File: config.mk
export PLATFORM = sky130hd
export DESIGN_NAME = pcs_queue
export DESIGN_NICKNAME = d
export VERILOG_FILES = /design/src/hdl/polyline_curvature_stream_assert.svh /design/src/hdl/pcs_pkg.sv /design/src/hdl/pcs_queue.sv
export SDC_FILE = /design/constraint.sdc
export NUM_CORES = 1
export LEC_CHECK = 0
export BUFFER_PORTS_ARGS = -buffer_cell sky130_fd_sc_hd__buf_2
export CORE_UTILIZATION = 45
export DETAILED_ROUTE_END_ITERATION = 6
export PLACE_DENSITY = 0.66
export SYNTH_ARGS = -nofsm -noshare
export SYNTH_HDL_FRONTEND = slang
export SYNTH_SLANG_ARGS = --single-unit
export TNS_END_PERCENT = 5
File: constraint.sdc
create_clock -name clk -period 3.3 [get_ports clk]
set_clock_uncertainty 0.05 [all_clocks]
set_input_delay 0.165 -clock clk [delete_from_list [all_inputs] [get_ports clk]]
set_output_delay 0.165 -clock clk [all_outputs]
set_load 0.01 [all_outputs]
File: src/hdl/polyline_curvature_stream_assert.svh
// assertion macros for the polyline curvature stream
`ifndef POLYLINE_CURVATURE_STREAM_ASSERT_SVH
`define POLYLINE_CURVATURE_STREAM_ASSERT_SVH

// same-cycle implication, checked outside reset
`define PCS_ASSERT_IMPLY(lbl, ante, cons, msg) \
  lbl: assert property (@(posedge clk) disable iff (rst) (ante) |-> (cons)) \
    else $error(msg);

// next-cycle implication, checked outside reset
`define PCS_ASSERT_NEXT(lbl, ante, cons, msg) \
  lbl: assert property (@(posedge clk) disable iff (rst) (ante) |=> (cons)) \
    else $error(msg);

`endif

File: src/hdl/pcs_pkg.sv
`timescale 1ns / 1ps
package pcs_pkg;

  // result status codes
  localparam logic [1:0] ST_OK       = 2'd0;
  localparam logic [1:0] ST_ZERO_DEN = 2'd1;
  localparam logic [1:0] ST_LONE     = 2'd2;

  // fraction bits kept by the square root
  localparam int SQRT_FRAC = 16;

  // job control travelling with each queued job
  typedef struct packed {
    logic lone;
    logic last;
  } pcs_ctl_t;

endpackage

File: src/hdl/pcs_queue.sv
`timescale 1ns / 1ps
module pcs_queue import pcs_pkg::*; #(
  parameter int WIDTH = 8
) (
  input  logic             clk,
  input  logic             rst,
  input  logic             in_valid,
  output logic             in_ready,
  input  logic [WIDTH-1:0] in_data,
  output logic             out_valid,
  input  logic             out_ready,
  output logic [WIDTH-1:0] out_data
);

  logic [WIDTH-1:0] mem [2];
  logic             wp, rp;
  logic [1:0]       count;
  logic             push, pop;

  assign in_ready  = (count != 2'd2);
  assign out_valid = (count != 2'd0);
  assign out_data  = mem[rp];
  assign push      = in_valid && in_ready;
  assign pop       = out_valid && out_ready;

  // entry storage
  always_ff @(posedge clk) begin
    if (push) begin
      mem[wp] <= in_data;
    end
  end

  // pointers and fill level
  always_ff @(posedge clk) begin
    if (rst) begin
      wp    <= 1'b0;
      rp    <= 1'b0;
      count <= 2'd0;
    end else begin
      if (push) wp <= ~wp;
      if (pop)  rp <= ~rp;
      if (push && !pop) begin
        count <= count + 2'd1;
      end else if (pop && !push) begin
        count <= count - 2'd1;
      end
    end
  end

endmodule

==> results.ini <==
[outcome]
status = completed

[pwr]
clkPwrFrac = 0.172
power.density_nw_per_um2 = 689
comb_power_share = 0.301
ir_worst_vdd_mv = 0.406
internal-power_uw = 492
power.share.switching = 0.295
switchingPower_uw = 206
power_frac_seq = 0.527
leakage_nw = 0.407

[route]
first_iter_violations = 19
dr_total_vias = 490
first_pass_iters = 5
drtAntennaViolNets = 0
vias_per_cell = 5.10
drc = 0
wl_per_cell_um = 13.2
routed_wl_um = 1270

[yosys]
synth_edf_count = 16
yosys-top-cells-count = edfxtp_1 (16), mux2_2 (8), dfxtp_1 (5)
syn_nets = 62
synth_ff_type = edfxtp_1
netlist_area_um2 = 798
seq_area_frac_synth = 0.727
synth_top_area_frac = 0.602
synth-seq-cells = 21
async_flop_share = 0
yosys-top-cells-area = edfxtp_1 (60%), dfxtp_1 (13%), mux2_2 (11%)
yosysUniqueCellTypes = 17
syn_avg_cell_area_um2 = 16.3
synthCells = 49
yosys_warnings = 0
yosysMostFrequentCell = edfxtp_1
synth_top_area_cell = edfxtp_1

[min_path]
whs_path_depth = 1
hold_class = input pin to register
hp-start = in_data[2]

[global_routing]
grt_usage = 0.139
overflow = 0
grt_max_degree = 12
antenna_found_initial = 0
grt_pass1_vias = 448
grt_pass1_wl_um = 1920

[die]
core_area_um2 = 1580
die_y_um = 44.1
start_util = 0.506
fp.dieW_um = 44.1
rows = 14
die-area_um2 = 1950
ios = 22

[sta]
hold_viol = 0
finalSetupViolCount = 0
rsz0062_at_grt = no
slew_headroom = 0.751
fin_crit_ps = 1680
maxSlewViolCount = 0
worst_pin_slew_ps = 374
fmax_ghz = 0.595
timing.setup.tns_ps = 0
fin_crit_sh = 0.509
setup_ws_ps = 1620

[layout]
seq_area_um2 = 581
fill_cells = 124
drive_gt1_frac = 0.425
antennaDiodeCount = 0
area_delta_synth_final_pct = 27.1
multi_input_area_um2 = 209
fin_nets = 94

[clocking]
clkSinkCount = 21
post_cts_resized = 0
cts_tree = built
clk_path_buf_depth = 2
cts_max_level = 1
insertion_delay_ps = 300
cts-root-buf = clkbuf_4
cts-buffers-inserted = 3
clk_pin_slew_ps = 110

[critical_path]
critPathArrivalTime_ps = 1870
r2r_start = count[0]
startpoint = count[0]
r2r_cells = 5
critPathLaunchType = register
endpoint_kind = register
path_class = register to register
cp_data_required_time_ps = 3490
worst-path-max-fanout = 5

[placement]
place_hpwl_um = 832
gp_congestion = 0.673
io_buffers = 21
dp_slack_ps = 1640

[job]
max_cap_violations = 0

## state kept, by name (all words and copies together) (netlist names), named ones only
name / flops
mem: 16
count: 2
rp: 1
wp: 1
## cell families (layout without fill, tap and decap cells)
family,after synthesis,after routing,share of synthesized area
flops,21,21,0.727
simple gates,9,9,0.0627
mux,8,8,0.113
compound gates,5,5,0.0376
xor+xnor,3,3,0.0329
buf+inv,2,33,0.0110
fa+ha+maj,1,1,0.0157
## per-stage QoR
| stage | total power, mW | hold WS (ps) | cell area, µm² | util | std cells |
|---|---|---|---|---|---|
| 2_1_floorplan | 0.511 | 184 | 798 | - | 49 |
| 3_3_place_gp | 0.575 | 303 | 918 | 0.583 | 85 |
| 3_5_place_dp | 0.580 | 307 | 918 | 0.583 | 85 |
| 4_1_cts | 0.703 | 0.230 | 995 | 0.631 | 94 |
| 5_1_grt | 0.737 | 6.76 | 1010 | 0.644 | 96 |
| 6_report | 0.699 | 19.5 | 1010 | 0.644 | 96 |
## cell type report
type                    instances  area share
clock buffers                   4      0.0259
repair buffers                 28       0.173
inverters                       1     0.00370
multi-input cells              26       0.206
flip-flops and latches         21       0.572
well taps                      16      0.0197
## critical path, cell delays in order, from the launching register on
cell	delay, ps
dfxtp_1	360
nand2b_1	210
and2_1	190
ha_1	330
or3_1	350
a21oi_1	140
## worst paths after layout
kind | slack, ps | to
setup / recovery | 1620 | count[1]
setup reg to reg | 1620 | count[1]
hold reg to reg | 480 | count[1]
hold / removal | 20 | mem[0][2]
## repair_timing
action / in CTS / in global routing
hold endpoints to repair: 10 / 4
hold buffers: 5 / 2
setup endpoints to repair: 0 / 0
setup buffers: 0 / 0
## cell usage in the layout (no fill, tap or decap), types with 2 or more instances in the layout
cell           synthesis  layout
mux2_2                 8       8
nor2_1                 3       3
clkbuf_4               0       3
a21oi_1                2       2
buf_2                  1      21
dfxtp_1                5       5
edfxtp_1              16      16
dlygate4sd3_1          0       7
o21ai_0                2       2
xor2_1                 3       3
## routing by layer
| metal | track usage | wire, µm | share of wire |
|---|---|---|---|
| met5 | 0 | 0 | 0 |
| met4 | 0.0727 | 23 | 0.018 |
| met3 | 0.0245 | 59 | 0.046 |
| met2 | 0.224 | 579 | 0.46 |
| met1 | 0.180 | 607 | 0.48 |
## power by group through the flow
stage	clock network, mW	logic (mW)	registers (mW)
floorplan	0	0.155	0.356
global placement	0	0.202	0.373
detailed placement	0	0.205	0.375
CTS	0.122	0.211	0.370
global route	0.133	0.229	0.375
finish	0.120	0.210	0.368
Power figures use the tool's default switching activity.
