**src/hdl/polyline_curvature_stream_assert.svh**
```systemverilog
// assertion macros for the polyline curvature stream
`ifndef POLYLINE_CURVATURE_STREAM_ASSERT_SVH
`define POLYLINE_CURVATURE_STREAM_ASSERT_SVH

// same-cycle implication, checked outside reset
`define PCS_ASSERT_IMPLY(lbl, ante, cons, msg) \
  lbl: assert property (@(posedge clk) disable iff (rst) (ante) |-> (cons)) \
    else $error(msg);

// next-cycle implication, checked outside reset
`define PCS_ASSERT_NEXT(lbl, ante, cons, msg) \
  lbl: assert property (@(posedge clk) disable iff (rst) (ante) |=> (cons)) \
    else $error(msg);

`endif

```
**src/hdl/pcs_pkg.sv**
```systemverilog
`timescale 1ns / 1ps
package pcs_pkg;

  // result status codes
  localparam logic [1:0] ST_OK       = 2'd0;
  localparam logic [1:0] ST_ZERO_DEN = 2'd1;
  localparam logic [1:0] ST_LONE     = 2'd2;

  // fraction bits kept by the square root
  localparam int SQRT_FRAC = 16;

  // job control travelling with each queued job
  typedef struct packed {
    logic lone;
    logic last;
  } pcs_ctl_t;

endpackage

```
**src/hdl/pcs_front.sv**
```systemverilog
`timescale 1ns / 1ps
module pcs_front import pcs_pkg::*; #(
  parameter int COORD_WIDTH = 32
) (
  input  logic                       clk,
  input  logic                       rst,
  input  logic                       in_valid,
  output logic                       in_ready,
  input  logic [31:0]                px,
  input  logic [31:0]                py,
  input  logic                       end_of_line,
  output logic                       job_valid,
  input  logic                       job_ready,
  output logic [4*COORD_WIDTH+7:0]   job_data,
  output pcs_ctl_t                   job_ctl
);

  localparam int W = COORD_WIDTH;
  localparam int D = W + 2;

  logic signed [W-1:0] cx, cy;
  logic signed [W-1:0] prev_x, prev_y, older_x, older_y;
  logic [1:0]          points_seen;
  logic                pend;
  logic [4*D-1:0]      pend_job;
  logic [4*D-1:0]      job1, job2;
  pcs_ctl_t            ctl1;
  logic                accept;

  // coordinate from the low W bits of the 32-bit field, zero-extended when W is wider
  generate
    if (W <= 32) begin : g_narrow
      assign cx = px[W-1:0];
      assign cy = py[W-1:0];
    end else begin : g_wide
      assign cx = {{(W-32){1'b0}}, px};
      assign cy = {{(W-32){1'b0}}, py};
    end
  endgenerate

  function automatic logic [D-1:0] ext(input logic signed [W-1:0] v);
    ext = {{2{v[W-1]}}, v};
  endfunction

  // differences {sy, sx, dy, dx}; exact in D bits since results fit
  function automatic logic [4*D-1:0] diffs(
    input logic [D-1:0] x0, input logic [D-1:0] y0,
    input logic [D-1:0] x1, input logic [D-1:0] y1,
    input logic [D-1:0] x2, input logic [D-1:0] y2);
    logic [D-1:0] dx, dy, sx, sy;
    dx = x2 - x0;
    dy = y2 - y0;
    sx = x0 - (x1 << 1) + x2;
    sy = y0 - (y1 << 1) + y2;
    diffs = {sy, sx, dy, dx};
  endfunction

  // job for the point before the incoming one
  always_comb begin
    if (points_seen == 2'd1) begin
      job1 = diffs(ext(cx), (ext(prev_y) << 1) - ext(cy), ext(prev_x), ext(prev_y),
                   ext(cx), ext(cy));
    end else begin
      job1 = diffs(ext(older_x), ext(older_y), ext(prev_x), ext(prev_y),
                   ext(cx), ext(cy));
    end
    ctl1.lone = (points_seen == 2'd0);
    ctl1.last = (points_seen == 2'd0);
  end

  // job for the final point of a line
  assign job2 = diffs(ext(prev_x), ext(prev_y), ext(cx), ext(cy),
                      ext(prev_x), (ext(cy) << 1) - ext(prev_y));

  assign in_ready  = !pend && job_ready;
  assign accept    = in_valid && in_ready;
  assign job_valid = pend || (in_valid && ((points_seen != 2'd0) || end_of_line));
  assign job_data  = pend ? pend_job : job1;
  assign job_ctl   = pend ? pcs_ctl_t'{lone: 1'b0, last: 1'b1} : ctl1;

  // point history and second-job holding
  always_ff @(posedge clk) begin
    if (rst) begin
      points_seen <= 2'd0;
      pend        <= 1'b0;
      prev_x      <= '0;
      prev_y      <= '0;
      older_x     <= '0;
      older_y     <= '0;
    end else begin
      if (pend && job_ready) begin
        pend <= 1'b0;
      end
      if (accept) begin
        if (points_seen == 2'd0) begin
          if (!end_of_line) begin
            prev_x      <= cx;
            prev_y      <= cy;
            points_seen <= 2'd1;
          end
        end else if (end_of_line) begin
          pend        <= 1'b1;
          pend_job    <= job2;
          points_seen <= 2'd0;
        end else begin
          older_x     <= prev_x;
          older_y     <= prev_y;
          prev_x      <= cx;
          prev_y      <= cy;
          points_seen <= 2'd2;
        end
      end
    end
  end

endmodule

```
**config.mk**
```make
export PLATFORM = sky130hd
export DESIGN_NAME = pcs_front
export DESIGN_NICKNAME = d
export VERILOG_FILES = /design/src/hdl/polyline_curvature_stream_assert.svh /design/src/hdl/pcs_pkg.sv /design/src/hdl/pcs_front.sv
export SDC_FILE = /design/constraint.sdc
export NUM_CORES = 1
export LEC_CHECK = 0
export BUFFER_PORTS_ARGS = -buffer_cell sky130_fd_sc_hd__buf_2
export CAP_MARGIN = 15
export CORE_MARGIN = 5
export CORE_UTILIZATION = 38
export DETAILED_ROUTE_END_ITERATION = 10
export PLACE_DENSITY = 0.56
export RECOVER_POWER = 100
export SYNTH_ARGS = -nofsm -noshare
export SYNTH_HDL_FRONTEND = slang
export SYNTH_SLANG_ARGS = --single-unit
```
**constraint.sdc**
```tcl
create_clock -name clk -period 28.8 [get_ports clk]
set_input_delay 5.76 -clock clk [delete_from_list [all_inputs] [get_ports clk]]
set_output_delay 5.76 -clock clk [all_outputs]
set_load 0.01 [all_outputs]
```
==> results by group <==
Clock network
  • CTS tree: done
  • Clock sinks: 230
  • Register clock-pin slew on the reported worst setup and hold paths: 0.05 ns
  • Clock Path Buffers: 3
  • CTS Hold Buffers Added: 0
  • Clock latency on the worst-skew pair: 0.57 ns
  • Postcts setup bufs: 0
  • Root Buffer: clkbuf_16
  • H-tree depth: 2
  • Post-cts resize count: 0
  • CTS buffer count: 35

Die
  • Die Wd: 303 um
  • Die height: 303 um
  • Core area: 85100 um^2
  • Starting Density: 38.2%
  • Rows: 107
  • I/O Pins: 209
  • Die area: 91600 um^2

Finish
  • Non-filler cells, final: 5568
  • Fin util: 41.9%
  • Nets: 5013
  • Layout cells sized above 1: 4.43%
  • Filler instances: 9001
  • Syn-to-layout area delta: 9.70%
  • Multi-input gate area: 24700 um^2
  • FF+latch area: 5600 um^2

Routing
  • Initial detailed-routing violation count: 2307
  • Drt via density: 5.54
  • 1st-pass router iterations: 5
  • Wire per inst: 20.6 um
  • DRC: 0
  • Via Count: 30900
  • Routed WL: 115 mm
  • Post-route ant nets: 0

Logic synthesis
  • Mux cell area share after synthesis: 0.269%
  • Cell Area, Synth: 32500 um^2
  • Number of synthesized flops with an enable pin: 99
  • Post-synth top area share: 16.0%
  • Adder-cell area share of the yosys netlist: 24.2%
  • Prevailing post-synth register cell: dfxtp_1
  • Asr flop ratio synth: 0%
  • Yosys cell types: 84
  • Largest cells by area after synthesis: ha_1, edfxtp_1, a21oi_1
  • Avg Inst Size Synth: 7.65 um^2
  • Simple-gate share of the synthesized area: 16.2%
  • Synth Instances: 4255
  • Largest family of logic cells by synthesized area: compound AO/OA/AOI/OAI gates
  • Yosys warns: 0
  • Synth Area in Compound Gates: 26.2%
  • Syn_nets: 4873
  • Biggest area consumer among synthesized cells: ha_1
  • Post-Synth XOR/XNOR Area: 8.94%
  • Sequential area share after synthesis: 17.2%
  • #FFs+latches synth: 230

Power
  • Cell area power density: 47.8 nW/um^2
  • Leakage Power: 15.2 nW
  • Worst vdd ir: 0.0319 mV

Worst setup path
  • Crit start category: input pin
  • Crit path kind: input pin to output pin
  • Critical Path RT: 23.04 ns
  • Reg2reg path depth: 5
  • Worst R2R End: pend_job[113]
  • R2r startpoint: pend
  • Worst Path Max Fanout: 6
  • WP data arrival: 12.76 ns
  • R2r setup slk: 20.83 ns
  • Kind of end point of the critical path: output pin

Timing
  • Tcrit/Tclk final: 64.3%
  • RSZ-0062 raised after global routing: no
  • Final hold vios: 0
  • Fmax: 54.0 MHz
  • Worst Skew: 0.0330 ns
  • Final min period: 18.52 ns
  • Final Max Tran Viols: 298
  • Final setup TNS: 0 ns
  • # setup viols final: 0
  • Worst-Margin Slew: 4.02 ns
  • Relative slew slack: -168%

Hold path
  • Hold Path Origin: older_x[23]
  • WHS Path Cells: 2
  • Worst Hold End: older_x[23]
  • Worst min path class: flip-flop to flip-flop

Job
  • Max_cap viols: 5

Global routing
  • First-pass GRT wire length: 175 mm
  • GRT overflow: 0
  • Tot GR Track Use: 24.2%
  • Largest net degree at the start of global routing: 71
  • Vias in the first global route: 29600
  • Initial antenna violation count: 6

Place
  • Post-placement cell count: 5502
  • Routability congestion estimate: 0.934
  • IO Port Bufs: 208
  • Post-DP HPWL: 90.5 mm

Run status
  • Failing checks: capacitance limit, slew limit
  • Outcome: finished with violations
-- worst max-delay path by stage --
stage | to | slack, ns | cells past startpoint | startpoint
2_1_floorplan | pend_job[100] | 11.58 | 3 | job_ready
3_3_place_gp | job_data[133] | 10.87 | 28 | py[2]
3_5_place_dp | job_data[133] | 10.91 | 28 | py[2]
4_1_cts | job_data[133] | 10.88 | 28 | py[2]
5_1_grt | job_data[67] | 9.79 | 23 | py[1]
6_report | job_data[67] | 10.28 | 23 | py[1]
-- stage by stage --
step	power (mW)	setup WS [ns]	hold slack [ns]	cell area [um^2]
finish	1.71	10.28	0.452	35700
detailed placement	1.26	10.91	0.446	34800
global placement	1.26	10.87	0.441	34800
floorplan	0.997	11.58	0.436	32500
global route	1.82	9.79	0.463	35700
CTS	1.73	10.88	0.454	35900
-- worst max-delay path, cell delays in order --
cell      delay, ns
clkbuf_1       0.30
inv_1          0.27
ha_1           0.38
nor2b_1        0.16
o31ai_1        0.53
a211oi_1       0.26
o21ai_0        0.22
nand2b_1       0.07
a21oi_1        0.22
fa_1           0.49
ha_1           0.40
nand4_1        0.17
a21oi_1        0.06
a211o_1        0.33
o41ai_1        0.54
o21ai_0        0.43
a31oi_1        0.43
nor4b_1        0.63
o311ai_0       0.34
o41ai_2        0.31
xnor2_1        0.13
o211ai_2       0.15
clkbuf_1       0.18
-- cells in the mapped netlist, types with 11 or more instances --
| cell type | instances |
|---|---|
| nor2b_1 | 46 |
| o21bai_1 | 34 |
| nand2_1 | 497 |
| xor2_1 | 82 |
| nor3_1 | 61 |
| o31a_1 | 16 |
| and2_1 | 18 |
| clkbuf_1 | 102 |
| a21o_1 | 166 |
| a211oi_1 | 56 |
| a21oi_1 | 534 |
| a31oi_1 | 34 |
| buf_1 | 21 |
| fa_1 | 132 |
| nand4_1 | 34 |
| a221oi_1 | 11 |
| nand2b_1 | 69 |
| inv_1 | 481 |
| edfxtp_1 | 99 |
| o22ai_1 | 12 |
| or3_1 | 19 |
| o21ai_0 | 201 |
| o21ai_1 | 27 |
| ha_1 | 417 |
| and3_1 | 32 |
| a211o_1 | 15 |
| o21a_1 | 75 |
| o211ai_1 | 22 |
| nand3_1 | 46 |
| xnor2_1 | 250 |
| or2_2 | 12 |
| dfxtp_1 | 131 |
| a2111oi_0 | 12 |
| nor2_1 | 293 |
| o31ai_1 | 24 |
-- per-layer routing --
metal	track usage, %	vias to the layer above	routed length [um]
li1	-	15100	-
met2	39.7	889	51700
met1	34.4	14700	53100
met3	2.31	147	6380
met5	0	-	7
met4	6.36	2	3350
-- cells in the final DEF, fill, tap and decap left out, drive strengths merged, types with 11 or more instances in the layout --
cell type / netlist / routed
a21oi: 534 / 534
nand2: 497 / 497
inv: 482 / 486
ha: 417 / 417
nor2: 293 / 293
xnor2: 250 / 250
o21ai: 229 / 229
clkbuf: 102 / 175
a21o: 166 / 166
fa: 132 / 132
dfxtp: 131 / 131
buf: 22 / 101
edfxtp: 99 / 99
xor2: 82 / 82
o21a: 75 / 75
nand2b: 69 / 69
nor3: 61 / 61
a211oi: 56 / 56
nand3: 46 / 46
nor2b: 46 / 46
a31oi: 35 / 35
nand4: 34 / 34
o21bai: 34 / 34
and3: 32 / 32
o31ai: 24 / 24
o211ai: 23 / 23
or3: 19 / 19
and2: 19 / 19
o31a: 16 / 16
a211o: 15 / 15
or2: 13 / 13
a21boi: 13 / 13
o22ai: 12 / 12
a2111oi: 12 / 12
a221oi: 11 / 11
-- kinds of logic (layout without fill, tap and decap cells) --
logic type                 Yosys count  in the layout
AOI/OAI and AO/OA                 1361           1361
and+or+nand+nor                   1169           1169
buffers and inverters              606            771
adders and majority gates          549            549
xor gates and xnor gates           332            332
DFF                                230            230
muxes                                8              8
other                                0              4
-- power by group --
part	leakage [nW]	switching [mW]	internal, mW
Sequential	1.95	0.00777	0.360
Combinational	12.7	0.539	0.348
Clock	0.568	0.182	0.269
-- area by class of cell --
cell class,count,area share [%]
Multi-Input combinational cell,3419,69.1
Sequential cell,230,15.7
Inverter,482,5.07
Tap cell,1144,4.01
Clock buffer,49,2.89
Timing Repair Buffer,227,2.85
Clock inverter,13,0.371
Antenna cell,4,0.0280
-- flip-flops by register name, summed over array words and instances (netlist names) --
| signal | cells |
|---|---|
| pend | 1 |
| prev_x | 32 |
| prev_y | 32 |
| pend_job | 99 |
| older_x | 32 |
| older_y | 32 |
| points_seen | 2 |
No activity file was read; power rests on OpenSTA's default activity.
