## src/hdl/polyline_curvature_stream_assert.svh

```systemverilog
// assertion macros for the polyline curvature stream
`ifndef POLYLINE_CURVATURE_STREAM_ASSERT_SVH
`define POLYLINE_CURVATURE_STREAM_ASSERT_SVH

// same-cycle implication, checked outside reset
`define PCS_ASSERT_IMPLY(lbl, ante, cons, msg) \
  lbl: assert property (@(posedge clk) disable iff (rst) (ante) |-> (cons)) \
    else $error(msg);

// next-cycle implication, checked outside reset
`define PCS_ASSERT_NEXT(lbl, ante, cons, msg) \
  lbl: assert property (@(posedge clk) disable iff (rst) (ante) |=> (cons)) \
    else $error(msg);

`endif

```

## src/hdl/pcs_pkg.sv

```systemverilog
`timescale 1ns / 1ps
package pcs_pkg;

  // result status codes
  localparam logic [1:0] ST_OK       = 2'd0;
  localparam logic [1:0] ST_ZERO_DEN = 2'd1;
  localparam logic [1:0] ST_LONE     = 2'd2;

  // fraction bits kept by the square root
  localparam int SQRT_FRAC = 16;

  // job control travelling with each queued job
  typedef struct packed {
    logic lone;
    logic last;
  } pcs_ctl_t;

endpackage

```

## src/hdl/pcs_back.sv

```systemverilog
`timescale 1ns / 1ps
module pcs_back import pcs_pkg::*; #(
  parameter int COORD_WIDTH = 32,
  parameter int FRAC_BITS   = 16
) (
  input  logic                     clk,
  input  logic                     rst,
  input  logic                     job_valid,
  output logic                     job_ready,
  input  logic [4*COORD_WIDTH+7:0] job_data,
  input  pcs_ctl_t                 job_ctl,
  output logic                     m_valid,
  input  logic                     m_ready,
  output logic [31:0]              curvature,
  output logic [1:0]               status,
  output logic                     last_result
);

  localparam int W    = COORD_WIDTH;
  localparam int D    = W + 2;
  localparam int MW   = D;
  localparam int CW   = 2 * W + 4;
  localparam int SW   = (CW + 2 * SQRT_FRAC + 1) / 2;
  localparam int RADW = 2 * SW;
  localparam int DENW = CW + SW;
  localparam int NW   = CW + 2 + 2 * FRAC_BITS + SQRT_FRAC;
  localparam int CNTW = $clog2(NW);

  localparam logic [1:0] PH_P1 = 2'd0;
  localparam logic [1:0] PH_P2 = 2'd1;
  localparam logic [1:0] PH_DX = 2'd2;
  localparam logic [1:0] PH_DY = 2'd3;

  typedef enum logic [6:0] {
    S_IDLE = 7'b0000001,
    S_MUL  = 7'b0000010,
    S_NUM  = 7'b0000100,
    S_SQRT = 7'b0001000,
    S_DEN  = 7'b0010000,
    S_DIV  = 7'b0100000,
    S_DONE = 7'b1000000
  } state_t;

  state_t            state;
  logic [1:0]        ph;
  logic [CNTW-1:0]   cnt;
  logic [MW-1:0]     adx, ady, asx, asy;
  logic              n1, n2, neg, big;
  logic [CW-1:0]     p1, p2, c, nmag;
  logic [DENW-1:0]   acc, mc, acc_next, den, drem, drem_next;
  logic [SW-1:0]     mp, root, root_next;
  logic [RADW-1:0]   rad;
  logic [SW+1:0]     srem, srem_next, trial;
  logic [SW+3:0]     rem2, sq_sub;
  logic              sq_ge;
  logic [CW:0]       t1, t2, nsum, nabs;
  logic [NW-1:0]     num;
  logic [DENW:0]     r2, dsub;
  logic              dv_ge, big_next;
  logic [31:0]       q, q_next, lim, sat, curv;
  logic [31:0]       res_curv;
  logic [1:0]        res_st;
  logic              res_last;
  logic [D-1:0]      jdx, jdy, jsx, jsy;

  function automatic logic [MW-1:0] mag(input logic [D-1:0] v);
    mag = v[D-1] ? (~v + 1'b1) : v;
  endfunction

  assign jdx = job_data[D-1:0];
  assign jdy = job_data[2*D-1:D];
  assign jsx = job_data[3*D-1:2*D];
  assign jsy = job_data[4*D-1:3*D];

  assign job_ready = (state == S_IDLE);

  // shared shift-add multiplier step
  assign acc_next = acc + (mp[0] ? mc : '0);

  // signed numerator from the two product magnitudes
  always_comb begin
    t1   = n1 ? ((CW+1)'(0) - {1'b0, p1}) : {1'b0, p1};
    t2   = n2 ? ((CW+1)'(0) - {1'b0, p2}) : {1'b0, p2};
    nsum = t1 + t2;
    nabs = nsum[CW] ? ((CW+1)'(0) - nsum) : nsum;
  end

  // one root bit per cycle
  always_comb begin
    rem2      = {srem, rad[RADW-1 -: 2]};
    trial     = {root, 2'b01};
    sq_ge     = (rem2 >= {2'b00, trial});
    sq_sub    = rem2 - {2'b00, trial};
    srem_next = sq_ge ? sq_sub[SW+1:0] : rem2[SW+1:0];
    root_next = {root[SW-2:0], sq_ge};
  end

  // one quotient bit per cycle, overflow tracked past bit 31
  always_comb begin
    r2        = {drem, num[NW-1]};
    dv_ge     = (r2 >= {1'b0, den});
    dsub      = r2 - {1'b0, den};
    drem_next = dv_ge ? dsub[DENW-1:0] : r2[DENW-1:0];
    q_next    = {q[30:0], dv_ge};
    big_next  = big | q[31];
    lim       = neg ? 32'h8000_0000 : 32'h7fff_ffff;
    sat       = (big_next || (q_next > lim)) ? lim : q_next;
    curv      = neg ? (32'd0 - sat) : sat;
  end

  // sequencer
  always_ff @(posedge clk) begin
    if (rst) begin
      state   <= S_IDLE;
      m_valid <= 1'b0;
    end else begin
      if (m_valid && m_ready && (state != S_DONE)) begin
        m_valid <= 1'b0;
      end
      unique case (state)
        S_IDLE: begin
          if (job_valid) begin
            res_last <= job_ctl.last;
            if (job_ctl.lone) begin
              res_curv <= '0;
              res_st   <= ST_LONE;
              state    <= S_DONE;
            end else begin
              adx   <= mag(jdx);
              ady   <= mag(jdy);
              asx   <= mag(jsx);
              asy   <= mag(jsy);
              n1    <= jdx[D-1] ^ jsy[D-1];
              n2    <= ~(jsx[D-1] ^ jdy[D-1]);
              acc   <= '0;
              mc    <= DENW'(mag(jdx));
              mp    <= SW'(mag(jsy));
              cnt   <= CNTW'(MW - 1);
              ph    <= PH_P1;
              state <= S_MUL;
            end
          end
        end
        S_MUL: begin
          if (cnt == '0) begin
            cnt <= CNTW'(MW - 1);
            case (ph)
              PH_P1: begin
                p1  <= acc_next[CW-1:0];
                acc <= '0;
                mc  <= DENW'(asx);
                mp  <= SW'(ady);
                ph  <= PH_P2;
              end
              PH_P2: begin
                p2  <= acc_next[CW-1:0];
                acc <= '0;
                mc  <= DENW'(adx);
                mp  <= SW'(adx);
                ph  <= PH_DX;
              end
              PH_DX: begin
                acc <= acc_next;
                mc  <= DENW'(ady);
                mp  <= SW'(ady);
                ph  <= PH_DY;
              end
              default: begin
                c     <= acc_next[CW-1:0];
                state <= S_NUM;
              end
            endcase
          end else begin
            acc <= acc_next;
            mc  <= mc << 1;
            mp  <= mp >> 1;
            cnt <= cnt - 1'b1;
          end
        end
        S_NUM: begin
          neg  <= nsum[CW];
          nmag <= nabs[CW-1:0];
          if (c == '0) begin
            res_curv <= '0;
            res_st   <= ST_ZERO_DEN;
            state    <= S_DONE;
          end else begin
            rad   <= {{(RADW-CW){1'b0}}, c} << (2 * SQRT_FRAC);
            srem  <= '0;
            root  <= '0;
            cnt   <= CNTW'(SW - 1);
            state <= S_SQRT;
          end
        end
        S_SQRT: begin
          rad  <= rad << 2;
          srem <= srem_next;
          root <= root_next;
          if (cnt == '0) begin
            acc   <= '0;
            mc    <= DENW'(c);
            mp    <= root_next;
            cnt   <= CNTW'(SW - 1);
            state <= S_DEN;
          end else begin
            cnt <= cnt - 1'b1;
          end
        end
        S_DEN: begin
          acc <= acc_next;
          mc  <= mc << 1;
          mp  <= mp >> 1;
          if (cnt == '0) begin
            den   <= acc_next;
            num   <= {nmag, {(NW-CW){1'b0}}};
            drem  <= '0;
            q     <= '0;
            big   <= 1'b0;
            cnt   <= CNTW'(NW - 1);
            state <= S_DIV;
          end else begin
            cnt <= cnt - 1'b1;
          end
        end
        S_DIV: begin
          num  <= num << 1;
          drem <= drem_next;
          q    <= q_next;
          big  <= big_next;
          cnt  <= cnt - 1'b1;
          if (cnt == '0) begin
            res_curv <= curv;
            res_st   <= ST_OK;
            state    <= S_DONE;
          end
        end
        S_DONE: begin
          if (!m_valid || m_ready) begin
            m_valid     <= 1'b1;
            curvature   <= res_curv;
            status      <= res_st;
            last_result <= res_last;
            state       <= S_IDLE;
          end
        end
        default: state <= S_IDLE;
      endcase
    end
  end

endmodule

```

## config.mk

```make
export PLATFORM = sky130hd
export DESIGN_NAME = pcs_back
export DESIGN_NICKNAME = d
export VERILOG_FILES = /design/src/hdl/polyline_curvature_stream_assert.svh /design/src/hdl/pcs_pkg.sv /design/src/hdl/pcs_back.sv
export SDC_FILE = /design/constraint.sdc
export NUM_CORES = 2
export LEC_CHECK = 0
export BUFFER_PORTS_ARGS = -buffer_cell sky130_fd_sc_hd__buf_2
export CAP_MARGIN = 30
export CORE_AREA = 5 5 404 406
export DETAILED_ROUTE_END_ITERATION = 6
export DIE_AREA = 0 0 409 411
export PLACE_DENSITY_LB_ADDON = 0.25
export SETUP_SLACK_MARGIN = 0.4
export SYNTH_ARGS = -nofsm -noshare
export SYNTH_HDL_FRONTEND = slang
export SYNTH_SLANG_ARGS = --single-unit
```

## constraint.sdc

```tcl
create_clock -name clk -period 17.7 [get_ports clk]
set_input_delay 0 -clock clk [delete_from_list [all_inputs] [get_ports clk]]
set_output_delay 0 -clock clk [all_outputs]
set_load 0.01 [all_outputs]
```

==> impl_metrics.toml <==
[worst_setup_path]
regToRegStartpoint = "drem[9]"
worst_setup_path_startpoint = "drem[9]"
cp-end-kind = "flip-flop"
critPathLaunchType = "flip-flop"
crit_path_max_fanout = 81
critPathArrivalTime_ps = 10030
worst_r2r_path_depth = 27
critical_path_required_ps = 18300
worst-setup-path-type = "flip-flop to flip-flop"

[clock_network]
clock-root-buffer = "clkbuf_16"
clk-insertion-delay-late_ps = 800
clock_sinks = 1257
clock_tree_from_tritoncts = "done"
cts.htree.levels = 4
total_cts_buffers = 140
post_cts_repair_setup_buffers = 0
clkTransAtPathRegs_ps = 60
ctsLongestPathBuffers = 3

[power]
worst_ir_drop_vdd_v = 0.0001080
power_density_nw_per_um2 = 91.73
static-leakage-power_nw = 33.61
total_power_mw = 8.181

[logic_synthesis]
async_flop_share = 0
yosys_register_bits = 1257
synth_top_flop_cell = "edfxtp_1"
yosysSeqAreaShare = 0.4765
synth_area_per_cell_um2 = 9.958
netlist-cell-type-count = 96
syn_inst = 7938
synth_warnings = 0
synth.cell_area_um2 = 79050
number_of_synthesized_flops_with_an_enable_pin = 1249
syn_nets = 8484

[sta]
relSlewSlack = 0.1903
fmax_mhz = 106.0
totalNegativeSetupSlack_ps = 0
setup_viol_count_final = 0
rsz0062_at_grt = "no"
tightestPinTransition_ps = 1215
final-max-slew-violation-count = 0
clock_skew_ps = 41.19
report.final.hold_viol_count = 0
timing.final.crit_share = 0.5328
final_critical_delay_including_setup_and_external_delays_ps = 9430
layout_setup_ws_ps = 8270

[global_route]
grt_first_pass_wirelength_um = 343300
gr_ovfl_total = 0
antenna_violations_before_repair = 11
largest_net_degree_at_the_start_of_global_routing = 166
first_global_vias = 60790
grt_usage = 0.2542

[cells_and_area]
multi_input_area_um2 = 38890
area_delta_synth_final_pct = 12.81
ff_latch_area_um2 = 37670
layoutNonFillerInstCount = 10410
final_cell_mix = "edfxtp_1, nand2_1, a21oi_1"
layout_commonest_cell = "edfxtp_1"
finalNetCount = 8751
final_core_utilization = 0.5592
layout-drive-gt1-share = 0.07204
nFillCells = 13570

[place]
pre_cts_ws_ps = 8362
detailed_place_hpwl_um = 158100
gp_routability_congestion = 0.9559
placed_cells = 9881
io_port_bufs = 178

[detailed_routing]
via_density_per_instance = 6.059
detail_route.drc_violations = 1
routed_wire_length_um = 220000
postRouteAntennaNets = 0
post_drt_wl_per_cell_um = 21.13
drt_pass1_iterations = 7
detail_route.iter0.violations = 5963
detailroute.via_count = 63080

[floorplanning]
initial_utilization = 0.4957
floorplan.rows = 147
design.portCount = 179
fp.dieH_um = 411
die-width_um = 409
floorplan.die_area_um2 = 168100
fp.coreArea_um2 = 159500

[hold_path]
holdCritPathClass = "input port to flip-flop"
hp-start = "job_data[98]"
hold_path_depth = 3

[run]
cap_viol_max_count = 0

[outcome]
failing_checks = "DRC"
outcome = "finished with violations"
state kept, by name, summed over array words and instances, names as in the netlist, 118 cells and up:
name  cells
drem    118
den     118
mc      118
acc     118
metal layers:
layer,vias up,share of wire,track usage
li1,29840,-,-
met1,30280,0.44,0.3523
met2,2474,0.45,0.4019
met3,493,0.066,0.03351
met4,0,0.048,0.1116
met5,-,0,0
synthesized netlist by cell type (67+ instances only):
library cell	instances	area share
edfxtp_1	1249	0.47
nand2_1	995	0.047
a21oi_1	659	0.042
nor2_1	540	0.026
xnor2_1	476	0.053
o21ai_0	410	0.026
ha_1	401	0.063
clkbuf_1	349	0.017
inv_1	324	0.015
a21o_1	247	0.023
and2_1	232	0.018
xor2_1	175	0.019
nor2b_1	149	0.012
nand4_1	135	0.011
nor3_1	111	0.0070
o31ai_1	108	0.010
nand3_1	100	0.0063
o21bai_1	88	0.0084
a211oi_1	76	0.0072
nor4_1	71	0.0056
or3_1	67	0.0053
per-stage QoR:
step	hold slack [ps]	instance area (um2)
finish	91.51	89180
global route	75.79	89170
CTS	32.71	89050
detailed placement	222.6	81710
global placement	219.0	81690
floorplan	98.87	79050
cell type report:
cell class	count	share of cell area
clock buffer	165	0.04105
clock inverter	87	0.01176
multi-input combinational	5980	0.4361
timing repair buffer	501	0.04547
tap	2086	0.02927
antenna	10	0.0002806
inverter	325	0.01369
sequential	1257	0.4224
what timing repair did:
item | CTS | global route
hold endpoints to repair | 214 | 0
gates resized for setup | 0 | 0
hold buffers | 263 | 0
cell families after synthesis:
family | Yosys count | share of synthesized area
compound gates | 2145 | 0.1757
flops | 1257 | 0.4765
simple gates | 2685 | 0.1651
fa+ha+maj | 404 | 0.06423
buf+inv | 701 | 0.03376
xor+xnor | 651 | 0.07213
mux | 95 | 0.01263
report_power, final:
group	switching [mW]	leakage, nW	total (mW)	internal (mW)
sequential	0.0475	11.8	3.58	3.53
combinational	1.05	19.6	1.60	0.545
clock	1.24	2.29	3.00	1.76
total	2.34	33.6	8.18	5.84
critical path: stages, from the launching register on:
cell      delay [ps]
edfxtp_1         400
ha_1             370
and2_1           220
nand3_1          120
a211oi_1         230
nor3_1           160
o311ai_1         730
a21oi_1          360
o31ai_1          760
a41o_1           370
a21o_1           200
or2_4            770
clkinv_2         830
ha_1             450
nor2b_1          120
o21a_1           120
o21a_1           100
o21bai_1          60
a21oi_1          120
o21bai_1          90
a21oi_1          270
o31ai_1          210
o21ai_0          230
ha_1             680
nand2_1          260
or4_1            480
a31o_2           270
a211oi_1         230
final timing paths:
kind	to	slack (ps)
min	asx[30]	90
max	res_curv[16]	8270
min reg2reg	curvature[25]	420
max reg2reg	res_curv[16]	8270
(Power assumes the default switching activity.)
